File: src/rtl/npr_pkg.sv
// Shared types and constants for the NAND page read sequencer.
// Used by npr_emit and nand_page_read_sequencer; no dependencies.
package npr_pkg;

    // Flash page geometry
    localparam int PAGE_BYTES = 2048;
    localparam int PAGE_SHIFT = $clog2(PAGE_BYTES);

    // NAND command bytes
    localparam logic [7:0] CMD_READ_SETUP   = 8'h00;
    localparam logic [7:0] CMD_READ_CONFIRM = 8'h30;

    // Input item modes
    localparam logic [1:0] MODE_START = 2'd0;
    localparam logic [1:0] MODE_READY = 2'd1;
    localparam logic [1:0] MODE_DATA  = 2'd2;

    // Bus operation codes carried by each result item
    typedef enum logic [2:0] {
        OP_SELECT   = 3'd0,
        OP_CMD      = 3'd1,
        OP_ADDR     = 3'd2,
        OP_STROBE   = 3'd3,
        OP_DELIVER  = 3'd4,
        OP_DESELECT = 3'd5
    } bus_op_t;

    // Sequencer phase
    typedef enum logic [1:0] {
        PH_IDLE = 2'd0,
        PH_WAIT = 2'd1,
        PH_DATA = 2'd2
    } phase_t;

    // Shape of the result burst caused by one input item
    typedef enum logic [2:0] {
        BURST_SEL_DESEL  = 3'd0,  // select, deselect
        BURST_SEL_RUN    = 3'd1,  // select, command/address run
        BURST_STROBE     = 3'd2,  // read strobe
        BURST_DLV_DESEL  = 3'd3,  // deliver, deselect
        BURST_DLV_RUN    = 3'd4,  // deliver, command/address run
        BURST_DLV_STROBE = 3'd5   // deliver, read strobe
    } burst_kind_t;

    // Burst descriptor handed from the decode logic to the emitter
    typedef struct packed {
        burst_kind_t  kind;
        logic [7:0]   data_byte;
        logic [31:0]  dest_index;
        logic [15:0]  column;
        logic [23:0]  page;
    } burst_t;

    // Input item
    typedef struct packed {
        logic [1:0]   mode;
        logic [31:0]  start_address;
        logic [31:0]  byte_count;
        logic         ready_flag;
        logic [7:0]   flash_byte;
    } in_item_t;

    // Result item
    typedef struct packed {
        bus_op_t      bus_op;
        logic [7:0]   op_value;
        logic [31:0]  dest_index;
        logic         last;
    } out_item_t;

endpackage

File: src/rtl/npr_emit.sv
// Result emitter: holds one burst descriptor and plays out its items.
// Depends on npr_pkg.
module npr_emit (
    input  logic              aclk,
    input  logic              aresetn,
    input  logic              load,
    input  npr_pkg::burst_t   burst,
    output logic              can_load,
    output logic              m_valid,
    input  logic              m_ready,
    output npr_pkg::out_item_t m_data
);
    import npr_pkg::*;

    burst_t     burst_reg, burst_next;
    logic [2:0] idx_reg, idx_next;
    logic       valid_reg, valid_next;
    logic [2:0] last_idx;
    logic [2:0] run_pos;
    logic       last_item;
    out_item_t  res;

    // Index of the final item for each burst shape
    always_comb begin
        case (burst_reg.kind)
            BURST_STROBE:                  last_idx = 3'd0;
            BURST_SEL_RUN, BURST_DLV_RUN:  last_idx = 3'd7;
            default:                       last_idx = 3'd1;
        endcase
    end

    assign last_item = (idx_reg == last_idx);
    assign run_pos   = idx_reg - 3'd1;
    assign can_load  = !valid_reg || (m_ready && last_item);

    // Build the current result item from the descriptor and position
    always_comb begin
        res = '0;
        if (idx_reg == 3'd0) begin
            case (burst_reg.kind)
                BURST_SEL_DESEL, BURST_SEL_RUN: begin
                    res.bus_op = OP_SELECT;
                end
                BURST_STROBE: begin
                    res.bus_op = OP_STROBE;
                end
                default: begin
                    res.bus_op     = OP_DELIVER;
                    res.op_value   = burst_reg.data_byte;
                    res.dest_index = burst_reg.dest_index;
                end
            endcase
        end else begin
            case (burst_reg.kind)
                BURST_SEL_RUN, BURST_DLV_RUN: begin
                    // command 00h, column lo/hi, three page bytes, command 30h
                    case (run_pos)
                        3'd0: begin
                            res.bus_op   = OP_CMD;
                            res.op_value = CMD_READ_SETUP;
                        end
                        3'd1: begin
                            res.bus_op   = OP_ADDR;
                            res.op_value = burst_reg.column[7:0];
                        end
                        3'd2: begin
                            res.bus_op   = OP_ADDR;
                            res.op_value = burst_reg.column[15:8];
                        end
                        3'd3: begin
                            res.bus_op   = OP_ADDR;
                            res.op_value = burst_reg.page[7:0];
                        end
                        3'd4: begin
                            res.bus_op   = OP_ADDR;
                            res.op_value = burst_reg.page[15:8];
                        end
                        3'd5: begin
                            res.bus_op   = OP_ADDR;
                            res.op_value = burst_reg.page[23:16];
                        end
                        default: begin
                            res.bus_op   = OP_CMD;
                            res.op_value = CMD_READ_CONFIRM;
                        end
                    endcase
                end
                BURST_DLV_STROBE: begin
                    res.bus_op = OP_STROBE;
                end
                default: begin
                    res.bus_op = OP_DESELECT;
                end
            endcase
        end
        res.last = last_item;
    end

    assign m_valid = valid_reg;
    assign m_data  = res;

    // Descriptor load and item stepping
    always_comb begin
        burst_next = burst_reg;
        idx_next   = idx_reg;
        valid_next = valid_reg;
        if (load) begin
            burst_next = burst;
            idx_next   = 3'd0;
            valid_next = 1'b1;
        end else if (valid_reg && m_ready) begin
            if (last_item) begin
                valid_next = 1'b0;
            end else begin
                idx_next = idx_reg + 3'd1;
            end
        end
    end

    always_ff @(posedge aclk) begin
        burst_reg <= burst_next;
        if (!aresetn) begin
            idx_reg   <= 3'd0;
            valid_reg <= 1'b0;
        end else begin
            idx_reg   <= idx_next;
            valid_reg <= valid_next;
        end
    end

endmodule

File: src/rtl/nand_page_read_sequencer.sv
// NAND large-page read sequencer, top level. Depends on npr_pkg and npr_emit.
// The first result of an item is registered: it is valid in the cycle after the item is accepted.
// An item causing n results (n = 0, 1, 2 or 8) holds the single burst register in npr_emit
// until its last result is taken, so one-result items flow every cycle while m_ready is high.
// Reset (aresetn, synchronous, active low): phase idle, address, count and index zero,
// no result pending.
module nand_page_read_sequencer (
    input  logic                aclk,
    input  logic                aresetn,
    input  logic                s_valid,
    output logic                s_ready,
    input  npr_pkg::in_item_t   s_data,
    output logic                m_valid,
    input  logic                m_ready,
    output npr_pkg::out_item_t  m_data
);
    import npr_pkg::*;

    logic [31:0] read_address_reg, read_address_next;
    logic [31:0] bytes_left_reg, bytes_left_next;
    logic [31:0] dest_position_reg, dest_position_next;
    phase_t      phase_reg, phase_next;

    logic        accept;
    logic        load;
    logic        can_load;
    burst_t      burst;
    logic [31:0] addr_inc;
    logic [31:0] left_dec;

    assign accept   = s_valid && s_ready;
    assign s_ready  = can_load;
    assign addr_inc = read_address_reg + 32'd1;
    assign left_dec = bytes_left_reg - 32'd1;

    // Decode an accepted item: state update and burst descriptor
    always_comb begin
        read_address_next  = read_address_reg;
        bytes_left_next    = bytes_left_reg;
        dest_position_next = dest_position_reg;
        phase_next         = phase_reg;
        load               = 1'b0;
        burst              = '0;
        if (accept) begin
            case (s_data.mode)
                MODE_START: begin
                    if (phase_reg != PH_WAIT && phase_reg != PH_DATA) begin
                        load               = 1'b1;
                        read_address_next  = s_data.start_address;
                        bytes_left_next    = s_data.byte_count;
                        dest_position_next = 32'd0;
                        burst.column = 16'(s_data.start_address[PAGE_SHIFT-1:0]);
                        burst.page   = 24'(s_data.start_address >> PAGE_SHIFT);
                        if (s_data.byte_count == 32'd0) begin
                            burst.kind = BURST_SEL_DESEL;
                            phase_next = PH_IDLE;
                        end else begin
                            burst.kind = BURST_SEL_RUN;
                            phase_next = PH_WAIT;
                        end
                    end
                end
                MODE_READY: begin
                    if (phase_reg == PH_WAIT && s_data.ready_flag) begin
                        load       = 1'b1;
                        burst.kind = BURST_STROBE;
                        phase_next = PH_DATA;
                    end
                end
                MODE_DATA: begin
                    if (phase_reg == PH_DATA) begin
                        load               = 1'b1;
                        burst.data_byte    = s_data.flash_byte;
                        burst.dest_index   = dest_position_reg;
                        burst.column       = 16'(addr_inc[PAGE_SHIFT-1:0]);
                        burst.page         = 24'(addr_inc >> PAGE_SHIFT);
                        dest_position_next = dest_position_reg + 32'd1;
                        read_address_next  = addr_inc;
                        bytes_left_next    = left_dec;
                        if (left_dec == 32'd0) begin
                            burst.kind = BURST_DLV_DESEL;
                            phase_next = PH_IDLE;
                        end else if (addr_inc[PAGE_SHIFT-1:0] == '0) begin
                            // page end with bytes remaining: reissue the read run
                            burst.kind = BURST_DLV_RUN;
                            phase_next = PH_WAIT;
                        end else begin
                            burst.kind = BURST_DLV_STROBE;
                        end
                    end
                end
                default: begin
                    load = 1'b0;
                end
            endcase
        end
    end

    // Sequencer state
    always_ff @(posedge aclk) begin
        if (!aresetn) begin
            read_address_reg  <= 32'd0;
            bytes_left_reg    <= 32'd0;
            dest_position_reg <= 32'd0;
            phase_reg         <= PH_IDLE;
        end else begin
            read_address_reg  <= read_address_next;
            bytes_left_reg    <= bytes_left_next;
            dest_position_reg <= dest_position_next;
            phase_reg         <= phase_next;
        end
    end

    // Result playout
    npr_emit u_emit (
        .aclk     (aclk),
        .aresetn  (aresetn),
        .load     (load),
        .burst    (burst),
        .can_load (can_load),
        .m_valid  (m_valid),
        .m_ready  (m_ready),
        .m_data   (m_data)
    );

`ifndef ASSERT_OFF
    // Idle means the byte count is exhausted
    a_idle_no_bytes: assert property (@(posedge aclk) disable iff (!aresetn)
        phase_reg == PH_IDLE |-> bytes_left_reg == 32'd0)
        else $error("idle with bytes left");

    // An active read always has bytes to go
    a_busy_has_bytes: assert property (@(posedge aclk) disable iff (!aresetn)
        phase_reg != PH_IDLE |-> bytes_left_reg != 32'd0)
        else $error("active read with zero bytes left");

    // An item that causes results shows a result in the next cycle
    a_load_shows: assert property (@(posedge aclk) disable iff (!aresetn)
        load |=> m_valid)
        else $error("loaded burst not presented");

    // A delivered byte is never the final result of its item
    a_deliver_not_last: assert property (@(posedge aclk) disable iff (!aresetn)
        m_valid && m_data.bus_op == OP_DELIVER |-> !m_data.last)
        else $error("deliver marked last");
`endif

endmodule

File: config.mk
export PLATFORM = sky130hd
export DESIGN_NAME = nand_page_read_sequencer
export DESIGN_NICKNAME = d
export VERILOG_FILES = /design/src/rtl/npr_pkg.sv /design/src/rtl/npr_emit.sv /design/src/rtl/nand_page_read_sequencer.sv
export SDC_FILE = /design/constraint.sdc
export NUM_CORES = 1
export LEC_CHECK = 0
export ABC_AREA = 0
export BUFFER_PORTS_ARGS = -buffer_cell sky130_fd_sc_hd__buf_2
export CORE_MARGIN = 2
export CORE_UTILIZATION = 54
export DETAILED_ROUTE_END_ITERATION = 8
export GPL_ROUTABILITY_DRIVEN = 0
export PLACE_DENSITY = 0.78
export SLEW_MARGIN = 10
export SYNTH_ARGS = -nofsm -noshare
export SYNTH_HDL_FRONTEND = slang
export SYNTH_SLANG_ARGS = --single-unit
File: constraint.sdc
create_clock -name aclk -period 3.75 [get_ports aclk]
set_input_delay 0.75 -clock aclk [delete_from_list [all_inputs] [get_ports aclk]]
set_output_delay 0.75 -clock aclk [all_outputs]
set_load 0.01 [all_outputs]
==> metrics.yaml, run 1 <==
outcome: "finished clean"
startpoint_type: "flip-flop"
synthesis.area_per_instance_um2: 8.64
grt_start_max_net_pins: 81
fp.dieArea_um2: 20600
grt_use_total_pct: 27.0
totalNegativeSetupSlack_ns: 0
clock_period_minus_worst_slack_ns: 3.62
netlist.top_cell.by_area: "edfxtp_1"
power_leakage_uw: 0.00435
synthesis.yosys.warnings: 0
drt.antenna.violating_nets: 0
worst_path_max_delay_cell: "or4_1"
worst-path-buf-inv: 2
netlist-cell-type-count: 81
final_max_slew_viol_count: 0
cts-buffers-inserted: 17
global_route_wire_length_before_repair_mm: 44.3
ffs_w_async_s_r_synth_pct: 0
worstMarginPinSlew_ns: 0.912
final_core_utilization_pct: 61.5
drt_first_pass_iters: 7
cp_cell_sequence: "inv_1 -> ha_1 -> ha_4 -> and2_2 -> or4_1 -> or2_2 -> nand2_2 -> o21ai_0 -> buf_2"
grt_setup_unrepaired: "false"
cell_chosen_for_the_clock_root: "clkbuf_16"
grt_pass1_vias: 8722
worstSetupEndpointType: "primary output"
die_w_um: 144
cts_setup_buffers: 0
total_power_uw: 4720
avgRoutedWirePerCell_um: 17.5
period_share_pct: 96.5
layout.nets: 1382
worst-endpoint-required_ns: 3.00
h-tree-depth: 4
timing_hold_violations_final: 0
area_growth_pct: 12.7
initial_core_util_pct: 54.6
nFillCells: 1673
multi_input_area_um2: 5790
critical_path.top_delay_family: "simple AND/OR/NAND/NOR gates"
slew_headroom_pct: 39.2
clock_sink_count: 177
post-synth-top-count-cell: "nand2_1"
cts.reportedPaths.clkPinSlew_ns: 0.07
via_per_inst: 6.06
holdCritPathClass: "reg -> reg"
globalRoute.totalOverflow: 0
pre_cts_setup_slack_ns: 0.318
worstPathMaxFanout: 9
via_count: 9486
worst_setup_path_category: "reg -> out"
cts_tree: "yes"
seq_area_um2: 4300
timing.fmax_mhz: 276
timing.clock.skew_ns: 0.0118
cp_slowest_stage_delay_ns: 0.48
coreArea_um2: 19300
predominant_post_synthesis_flop_cell: "dfxtp_1"
synth-seq-cells: 177
cts.path.max_buffers: 2
critical_path_arrival_ns: 2.87
detailed_place_hpwl_mm: 19.2
post_synth_instance_area_um2: 10500
number_of_flip_flops_in_the_largest_register: 75
setup_slack_ns: 0.133
drc: 0
fp.dieH_um: 144
initial_antenna_violation_count: 0
netlist_instances: 1218
num_antenna_cells: 0
design.portCount: 125
synth.area.top_cells: "edfxtp_1 (21%), dfxtp_1 (19%), nand2_1 (4.7%)"
detail_route.iter0.violations: 828
synth_commonest_cells: "nand2_1 (133), nor2_1 (104), dfxtp_1 (102)"
drive_above_1_share_pct: 17.5
synth_sequential_area_ratio_pct: 40.8
number_of_synthesized_flops_with_an_enable_pin: 75
power-per-cell-area_nw_per_um2: 398
clock_latency_ns: 0.44
vdd_ir_drop_max_uv: 339
net_count_after_synthesis: 1313
std_cell_rows: 51
cap_viol_max_count: 0
detail_route.wirelength_mm: 27.5
report.final.setup_viol: 0
post-synth-top-area-fraction_pct: 21.4
numPortBuffers: 124
logic make-up (layout without fill, tap and decap cells):
kind of cell	Yosys count	count (layout)	synth area share (%)
xor gates and xnor gates	64	64	5.32
AOI/OAI and AO/OA	283	283	17.9
DFF	177	177	40.8
buffers and inverters	116	198	4.67
muxes	13	13	1.30
and+or+nand+nor	548	548	28.1
adders and majority gates	17	17	2.00
through the flow:
| step | hold WS [ns] | std cells | area (µm²) |
|---|---|---|---|
| floorplan | 0.453 | 1218 | 10500 |
| global placement | 0.464 | 1533 | 11300 |
| detailed placement | 0.476 | 1533 | 11300 |
| CTS | 0.486 | 1565 | 11800 |
| global route | 0.518 | 1565 | 11900 |
| finish | 0.488 | 1565 | 11900 |
worst min-delay path: cells and delay by family, from the launching register on:
family / cells / cell delay, ns
DFF: 1 / 0.32
AOI/OAI and AO/OA: 2 / 0.13
layout by cell type (no fill, tap or decap), types with 10 or more instances in the layout:
| master | instances |
|---|---|
| or2_2 | 12 |
| xor2_1 | 25 |
| nand3_1 | 43 |
| buf_4 | 15 |
| o22ai_1 | 11 |
| nor2b_1 | 13 |
| clkbuf_16 | 17 |
| a22oi_1 | 28 |
| a211oi_1 | 11 |
| o211ai_1 | 15 |
| ha_1 | 14 |
| nand4_1 | 24 |
| or3_1 | 22 |
| o21ai_0 | 41 |
| a21oi_1 | 73 |
| and4_1 | 10 |
| nor3_1 | 26 |
| and3_1 | 59 |
| edfxtp_1 | 75 |
| dfxtp_1 | 100 |
| inv_1 | 23 |
| nand2_1 | 132 |
| buf_2 | 124 |
| o31ai_1 | 14 |
| o21ai_1 | 24 |
| xnor2_1 | 39 |
| nor2_1 | 103 |
| nor4_1 | 22 |
| and2_1 | 36 |
path summary, 6_finish.rpt:
kind,from,end,slack (ns),depth (start not counted)
worst min-delay path,dest_position_reg[31]$_SDFFE_PN0P_,dest_position_reg[31]$_SDFFE_PN0P_,0.49,2
worst max-delay path,u_emit.idx_reg[0]$_SDFFE_PP0P_,m_data[36],0.13,9
worst max register to register,bytes_left_reg[0]$_SDFFE_PN0P_,u_emit.burst_reg[82]$_SDFFCE_PN0P_,0.59,9
worst min register to register,dest_position_reg[31]$_SDFFE_PN0P_,dest_position_reg[31]$_SDFFE_PN0P_,0.49,2
layout make-up:
| cell class | count | share of cell area [%] |
|---|---|---|
| Sequential cell | 177 | 36.2 |
| Inverter | 25 | 0.823 |
| Timing Repair Buffer | 141 | 6.52 |
| Tap cell | 265 | 2.80 |
| Multi-Input combinational cell | 925 | 48.8 |
| Clock inverter | 15 | 1.22 |
| Clock buffer | 17 | 3.59 |
routing by layer:
layer / wire, µm / track usage (%)
met1: 12200 / 36.6
met2: 12900 / 43.9
met3: 1550 / 4.17
met4: 806 / 9.75
met5: 0 / 0
power by group:
group / switching [µW] / total (µW) / internal (µW) / leakage [µW]
combinational: 498 / 808 / 310 / 0.00263
sequential: 80.1 / 2160 / 2080 / 0.00145
clock: 819 / 1750 / 934 / 0.000273
total: 1400 / 4720 / 3320 / 0.00435
timing repair:
| action | 4_1_cts | 5_1_grt |
|---|---|---|
| endpoints found under the setup margin | 9 | 9 |
| gates resized for setup | 4 | 2 |
| hold endpoints to repair | 0 | 0 |
| hold buffers | 0 | 0 |
Note: power is estimated with default switching activity, not from simulation.
==> run 2: changes to the inputs <==
--- a/config.mk
+++ b/config.mk
@@ -12,6 +12,7 @@
 export DETAILED_ROUTE_END_ITERATION = 8
 export GPL_ROUTABILITY_DRIVEN = 0
 export PLACE_DENSITY = 0.78
+export SETUP_SLACK_MARGIN = 0.4
 export SLEW_MARGIN = 10
 export SYNTH_ARGS = -nofsm -noshare
 export SYNTH_HDL_FRONTEND = slang
==> run 2 against run 1 <==
  * Clock power about the same
  * Via count increased by 0.31%
  * Cell area increased by 0.77%
  * Count of clock-buffer cells in the layout unchanged
  * Utilization increased by 0.47 points
  * Sequential power about the same
  * Critical endpoint unchanged
==> metrics.yaml, run 2 (same netlist as run 1, synthesis figures left out) <==
outcome: "finished clean"
clock_sink_count: 177  # unchanged
switchingPower_uw: 1400  # about the same
wl_met3_mm: 1.65  # +6.6%
final_core_utilization_pct: 62.0  # +0.47 points
globalRoute.totalOverflow: 0  # unchanged
setup_slack_ns: 0.484  # +0.351 ns
grt_setup_unrepaired: "false"
drt.antenna.violating_nets: 0  # unchanged
holdCritPathClass: "reg -> reg"
pre_cts_setup_slack_ns: 0.318  # unchanged
fp.dieArea_um2: 20600  # unchanged
hold_path_end: "read_address_reg[23]$_SDFFE_PN0P_"
detailed_place_hpwl_mm: 19.2  # unchanged
worst_setup_path_category: "reg -> out"
cts_tree: "yes"
p_int_uw: 3330  # +0.22%
via_per_inst: 6.05  # -0.20%
clock_period_minus_worst_slack_ns: 3.27  # -0.351 ns
global_route_wire_length_before_repair_mm: 44.5  # +0.42%
cts.reportedPaths.clkPinSlew_ns: 0.07  # about the same
totalNegativeSetupSlack_ns: 0  # unchanged
cts-buffers-inserted: 17  # unchanged
numPortBuffers: 124  # unchanged
die_w_um: 144  # unchanged
combPwrFrac_pct: 17.4  # +0.3 points
final_max_slew_viol_count: 0  # unchanged
cap_viol_max_count: 0  # unchanged
worst-r2r-cell-count: 8  # -1
p_clk_share_pct: 37.0  # about the same
power_switching_share_pct: 29.6  # -0.032 points
initial_core_util_pct: 54.6  # unchanged
worstPathMaxFanout: 6  # -3
worst_r2r_startpoint: "read_address_reg[0]$_SDFFE_PN0P_"
cts.path.max_buffers: 2  # unchanged
min_from: "read_address_reg[23]$_SDFFE_PN0P_"
detail_route.wirelength_mm: 27.5  # +0.27%
timing_hold_violations_final: 0  # unchanged
grt_pass1_vias: 8750  # +0.32%
worst-endpoint-required_ns: 3.00  # about the same
met2_routed_length_mm: 13.0  # +0.81%
drc: 0  # unchanged
holdWs_ns: 0.488  # -0.000280 ns
period_share_pct: 87.1  # -9.4 points
layout.cells.most_common: "nand2_1"
coreArea_um2: 19300  # unchanged
slew_headroom_pct: 39.3  # +0.15 points
std_cell_rows: 51  # unchanged
final_cells: 1573  # +0.51%
cell_chosen_for_the_clock_root: "clkbuf_16"
power_leakage_uw: 0.00441  # +1.3%
clock_latency_ns: 0.43  # about the same
min_path_cells: 2  # unchanged
post-place-cells: 1533  # unchanged
timing.fmax_mhz: 306  # +11%
num_antenna_cells: 0  # unchanged
drt_first_pass_iters: 6  # -1
detail_route.iter0.violations: 834  # +0.72%
design.portCount: 125  # unchanged
worstSetupEndpointType: "primary output"
area_growth_pct: 13.5
vdd_ir_drop_max_uv: 337  # -0.65%
avgRoutedWirePerCell_um: 17.5  # -0.24%
number_of_flip_flops_in_the_largest_register: 75  # unchanged
drive_above_1_share_pct: 18.3  # +0.89 points
h-tree-depth: 4  # unchanged
worst_r2r_endpoint: "u_emit.burst_reg[15]$_SDFFCE_PN0P_"
timing.clock.skew_ns: 0.0112  # -0.000589 ns
startpoint_type: "flip-flop"
report.final.setup_viol: 0  # unchanged
grt_start_max_net_pins: 81  # unchanged
worstMarginPinSlew_ns: 0.910  # -0.00221 ns
most-common-layout-cells: "nand2_1 (132), buf_2 (124), nor2_1 (103)"
top_layer: "met4"
fp.dieH_um: 144  # unchanged
wirelength_met1_mm: 12.0  # -1.6%
reg2reg_slack_ns: 0.61  # +0.02 ns
grt_use_total_pct: 27.1  # +0.11 points
power-per-cell-area_nw_per_um2: 395  # -0.60%
layout.nets: 1390  # +0.58%
critical_path_arrival_ns: 2.52  # -0.35 ns
seq_power_share_pct: 45.6  # about the same
via_count: 9515  # +0.31%
initial_antenna_violation_count: 0  # unchanged
-- run 2: cell count changes in the layout (fill, tap and decap cells not counted), moves of 2 or more --
cell     previous run  this run
buf_4              15        23
dfxtp_2             2         0
dfxtp_4             0         2
inv_1              23        21
inv_2               1         3
-- run 2: worst max path at each step --
stage / startpoint / end / slack [ns] / cells after the start
after global routing: u_emit.idx_reg[0]$_SDFFE_PP0P_ / m_data[37] / 0.40 / 9
after detailed placement: u_emit.idx_reg[0]$_SDFFE_PP0P_ / m_data[36] / 0.32 / 9
after CTS: u_emit.idx_reg[0]$_SDFFE_PP0P_ / m_data[37] / 0.43 / 9
after floorplan: u_emit.idx_reg[0]$_SDFFE_PP0P_ / m_data[33] / 0.49 / 10
final: u_emit.idx_reg[0]$_SDFFE_PP0P_ / m_data[36] / 0.48 / 9
after global placement: u_emit.idx_reg[0]$_SDFFE_PP0P_ / m_data[39] / 0.41 / 9
-- run 2: metal layers --
| metal | vias up | track usage, % |
|---|---|---|
| met3 | 58 | 4.30 |
| li1 | 4623 | - |
| met5 | - | 0 |
| met2 | 356 | 43.8 |
| met4 | 0 | 10.3 |
| met1 | 4478 | 36.7 |
-- run 2: what timing repair did --
action | in CTS | in global routing
setup endpoints to repair | 10 | 10
gates resized for setup | 14 | 3
buffers inserted | 4 | 4
hold buffers | 0 | 0
pin swaps | 2 | 4
-- run 2: worst max-delay path: stages (launching register included) --
cell and delay [ns]:
dfxtp_4 0.35, inv_2 0.07, ha_4 0.17, ha_4 0.25
and2_4 0.15, or4_4 0.50, or2_4 0.29, nand2_4 0.08
o21ai_0 0.08, buf_2 0.15
-- run 2: stage by stage --
step                      total power (µW)  area, µm²
final                                 4730      12000
after global placement                2980      11300
after CTS                             4720      11900
after floorplan                       2750      10500
after detailed placement              2990      11300
after global routing                  4920      12000
-- run 2: power by group through the flow --
stage / logic [µW] / registers (µW) / clock network, µW
2_1_floorplan: 584 / 2160 / 0
4_1_cts: 803 / 2150 / 1770
3_5_place_dp: 794 / 2200 / 0
3_3_place_gp: 781 / 2200 / 0
6_report: 821 / 2160 / 1750
5_1_grt: 905 / 2170 / 1850
-- run 2: area by class of cell --
type | instances | area (µm²)
Inverter | 25 | 97.6
Timing Repair Buffer | 149 | 833
Clock inverter | 15 | 145
Tap cell | 265 | 332
Multi-Input combinational cell | 925 | 5820
Clock buffer | 17 | 425
Fill cell | 1658 | 7320
Sequential cell | 177 | 4300
==> run 3: changes to the inputs <==
--- a/config.mk
+++ b/config.mk
@@ -7,7 +7,7 @@
 export LEC_CHECK = 0
 export ABC_AREA = 0
 export BUFFER_PORTS_ARGS = -buffer_cell sky130_fd_sc_hd__buf_2
-export CORE_MARGIN = 2
+export CORE_MARGIN = 5
 export CORE_UTILIZATION = 54
 export DETAILED_ROUTE_END_ITERATION = 8
 export GPL_ROUTABILITY_DRIVEN = 0
==> run 3 against run 2 <==
  * Sequential share of layout area decreased by 0.13 points
  * Wire length grew 2.2%
  * Cell area grew 0.37%
  * Sequential power is essentially flat
  * Register-to-register slack lost 0.06 ns
  * First-iteration DRC count up 10%
  * Total power up 1.1%
  * Final cell count is 0.13% higher
  * Utilization barely moved
==> metrics.yaml, run 3 (same netlist as run 1, synthesis figures left out) <==
outcome: "finished clean"
final_area_um2: 12000  # +0.37%
number_of_flip_flops_in_the_largest_register: 75  # unchanged
final_max_slew_viol_count: 0  # unchanged
numPortBuffers: 124  # unchanged
cts_tree: "yes"
h-tree-depth: 4  # unchanged
detail_route.wirelength_mm: 28.1  # +2.2%
report.final.setup_viol: 0  # unchanged
worstMarginPinSlew_ns: 0.846  # -0.0635 ns
globalRoute.totalOverflow: 0  # unchanged
crit_path_frequent_cell: "ha_4"
critical_path_arrival_ns: 2.51  # about the same
post_dp_cell_area_um2: 11300  # unchanged
nFillCells: 1595  # -3.8%
detail_route.iter0.violations: 917  # +10%
clock_period_minus_worst_slack_ns: 3.26  # -0.00273 ns
cts-buffers-inserted: 17  # unchanged
clock_latency_ns: 0.43  # about the same
initial_core_util_pct: 54.4  # -0.18 points
timing.fmax_mhz: 306  # about the same
drt_first_pass_iters: 7  # +1
cp_slowest_stage_delay_ns: 0.50  # about the same
total_power_uw: 4780  # +1.1%
period_share_pct: 87.0  # about the same
drc: 0  # unchanged
cap_viol_max_count: 0  # unchanged
timing.clock.skew_ns: 0.0119  # +0.000707 ns
worst_r2r_startpoint: "bytes_left_reg[10]$_SDFFE_PN0P_"
global_route_wire_length_before_repair_mm: 45.1  # +1.4%
worstSetupEndpointType: "primary output"
worst-r2r-cell-count: 7  # -1
worst-endpoint-required_ns: 3.00  # about the same
die_w_um: 150  # +4.2%
hold_fix_buffers_at_cts: 0  # unchanged
drt.antenna.violating_nets: 0  # unchanged
setup_slack_ns: 0.487  # +0.00273 ns
cts.reportedPaths.clkPinSlew_ns: 0.07  # about the same
vdd_ir_drop_max_uv: 340  # +1.0%
cts.path.max_buffers: 2  # unchanged
slew_headroom_pct: 43.6  # +4.3 points
fp.dieH_um: 150  # +4.2%
design.portCount: 125  # unchanged
hold_path_end: "read_address_reg[23]$_SDFFE_PN0P_"
most-common-layout-cells: "nand2_1 (132), buf_2 (124), nor2_1 (103)"
reg2reg_slack_ns: 0.55  # -0.06 ns
cp_cell_sequence: "inv_2 -> ha_4 -> ha_4 -> and2_4 -> or4_4 -> or2_4 -> nand2_4 -> o21ai_0 -> buf_2"
layout.cells.most_common: "nand2_1"
grt_pass1_vias: 8919  # +1.9%
drive_above_1_share_pct: 18.3  # -0.028 points
coreArea_um2: 19300  # +0.33%
cell_chosen_for_the_clock_root: "clkbuf_16"
min_from: "read_address_reg[23]$_SDFFE_PN0P_"
fp.dieArea_um2: 22400  # +8.5%
holdCritPathClass: "reg -> reg"
avgRoutedWirePerCell_um: 17.9  # +2.1%
worstPathMaxFanout: 7  # +1
worst_path_max_delay_cell: "or4_4"
pre_cts_setup_slack_ns: 0.322  # +0.00469 ns
startpoint_type: "flip-flop"
num_antenna_cells: 0  # unchanged
clock_sink_count: 177  # unchanged
grt_start_max_net_pins: 81  # unchanged
layout.nets: 1392  # +0.14%
worst_r2r_endpoint: "u_emit.burst_reg[82]$_SDFFCE_PN0P_"
std_cell_rows: 51  # unchanged
area_growth_pct: 13.9
setup.worst_path.start: "u_emit.idx_reg[0]$_SDFFE_PP0P_"
grt_setup_unrepaired: "true"
via_count: 9615  # +1.1%
totalNegativeSetupSlack_ns: 0  # unchanged
via_per_inst: 6.10  # +0.92%
detailed_place_hpwl_mm: 19.5  # +1.5%
timing_hold_violations_final: 0  # unchanged
power_leakage_uw: 0.00443  # +0.56%
worst_setup_path_category: "reg -> out"
initial_antenna_violation_count: 0  # unchanged
min_path_cells: 2  # unchanged
grt_use_total_pct: 24.8  # -2.3 points
power-per-cell-area_nw_per_um2: 398  # +0.75%
-- run 3: changes by cell type in the layout (fill, tap and decap cells not counted), sizes merged --
cell      change
inv           -6
bufinv        +1
clkinv        +1
clkbuf        +5
buf           +2
clkinvlp      -1
-- run 3: worst max-delay path by stage --
stage	slack (ns)	endpoint
6_report	0.49	m_data[35]
4_1_cts	0.43	m_data[42]
3_3_place_gp	0.41	m_data[39]
5_1_grt	0.39	m_data[42]
3_5_place_dp	0.32	m_data[33]
2_1_floorplan	0.49	m_data[33]
-- run 3: report_power, final --
| part | total, µW | switching [µW] | internal [µW] |
|---|---|---|---|
| registers | 2160 | 80.7 | 2080 |
| clock network | 1800 | 753 | 1050 |
| logic | 821 | 506 | 316 |
| total | 4780 | 1340 | 3440 |
-- run 3: stage by stage --
step	hold slack (ns)	cells	utilization (%)
3_5_place_dp	0.472	1533	58.3
2_1_floorplan	0.453	1218	-
4_1_cts	0.482	1567	61.7
3_3_place_gp	0.467	1533	58.3
6_report	0.487	1575	62.0
5_1_grt	0.498	1575	62.0
-- run 3: repair_timing --
item / in CTS / in global routing
setup buffers: 2 / 8
pin swaps: 1 / 2
setup endpoints to repair: 10 / 14
resized for setup: 14 / 6
-- run 3: worst max-delay path: cells and delay by family, from the launching register on --
kind            cells  cell delay [ns]
buf+inv             2             0.21
compound gates      1             0.09
flops               1             0.36
simple gates        4             1.01
fa+ha+maj           2             0.42
-- run 3: routing by layer --
metal / wire, µm / part of all wire (%) / up-vias / global-route usage [%]
met4: 789 / 2.8 / 0 / 8.60
met5: 0 / 0 / - / 0
met3: 2070 / 7.4 / 62 / 4.09
li1: - / - / 4618 / -
met2: 13200 / 47 / 409 / 40.7
met1: 12000 / 43 / 4526 / 33.5
-- run 3: area by class of cell --
cell class / count / area [µm²] / area share (%)
tap: 265 / 332 / 2.76
clock buffer: 22 / 475 / 3.96
timing repair buffer: 151 / 848 / 7.07
clock inverter: 10 / 124 / 1.03
sequential: 177 / 4300 / 35.9
multi-input combinational: 925 / 5820 / 48.5
inverter: 25 / 97.6 / 0.814
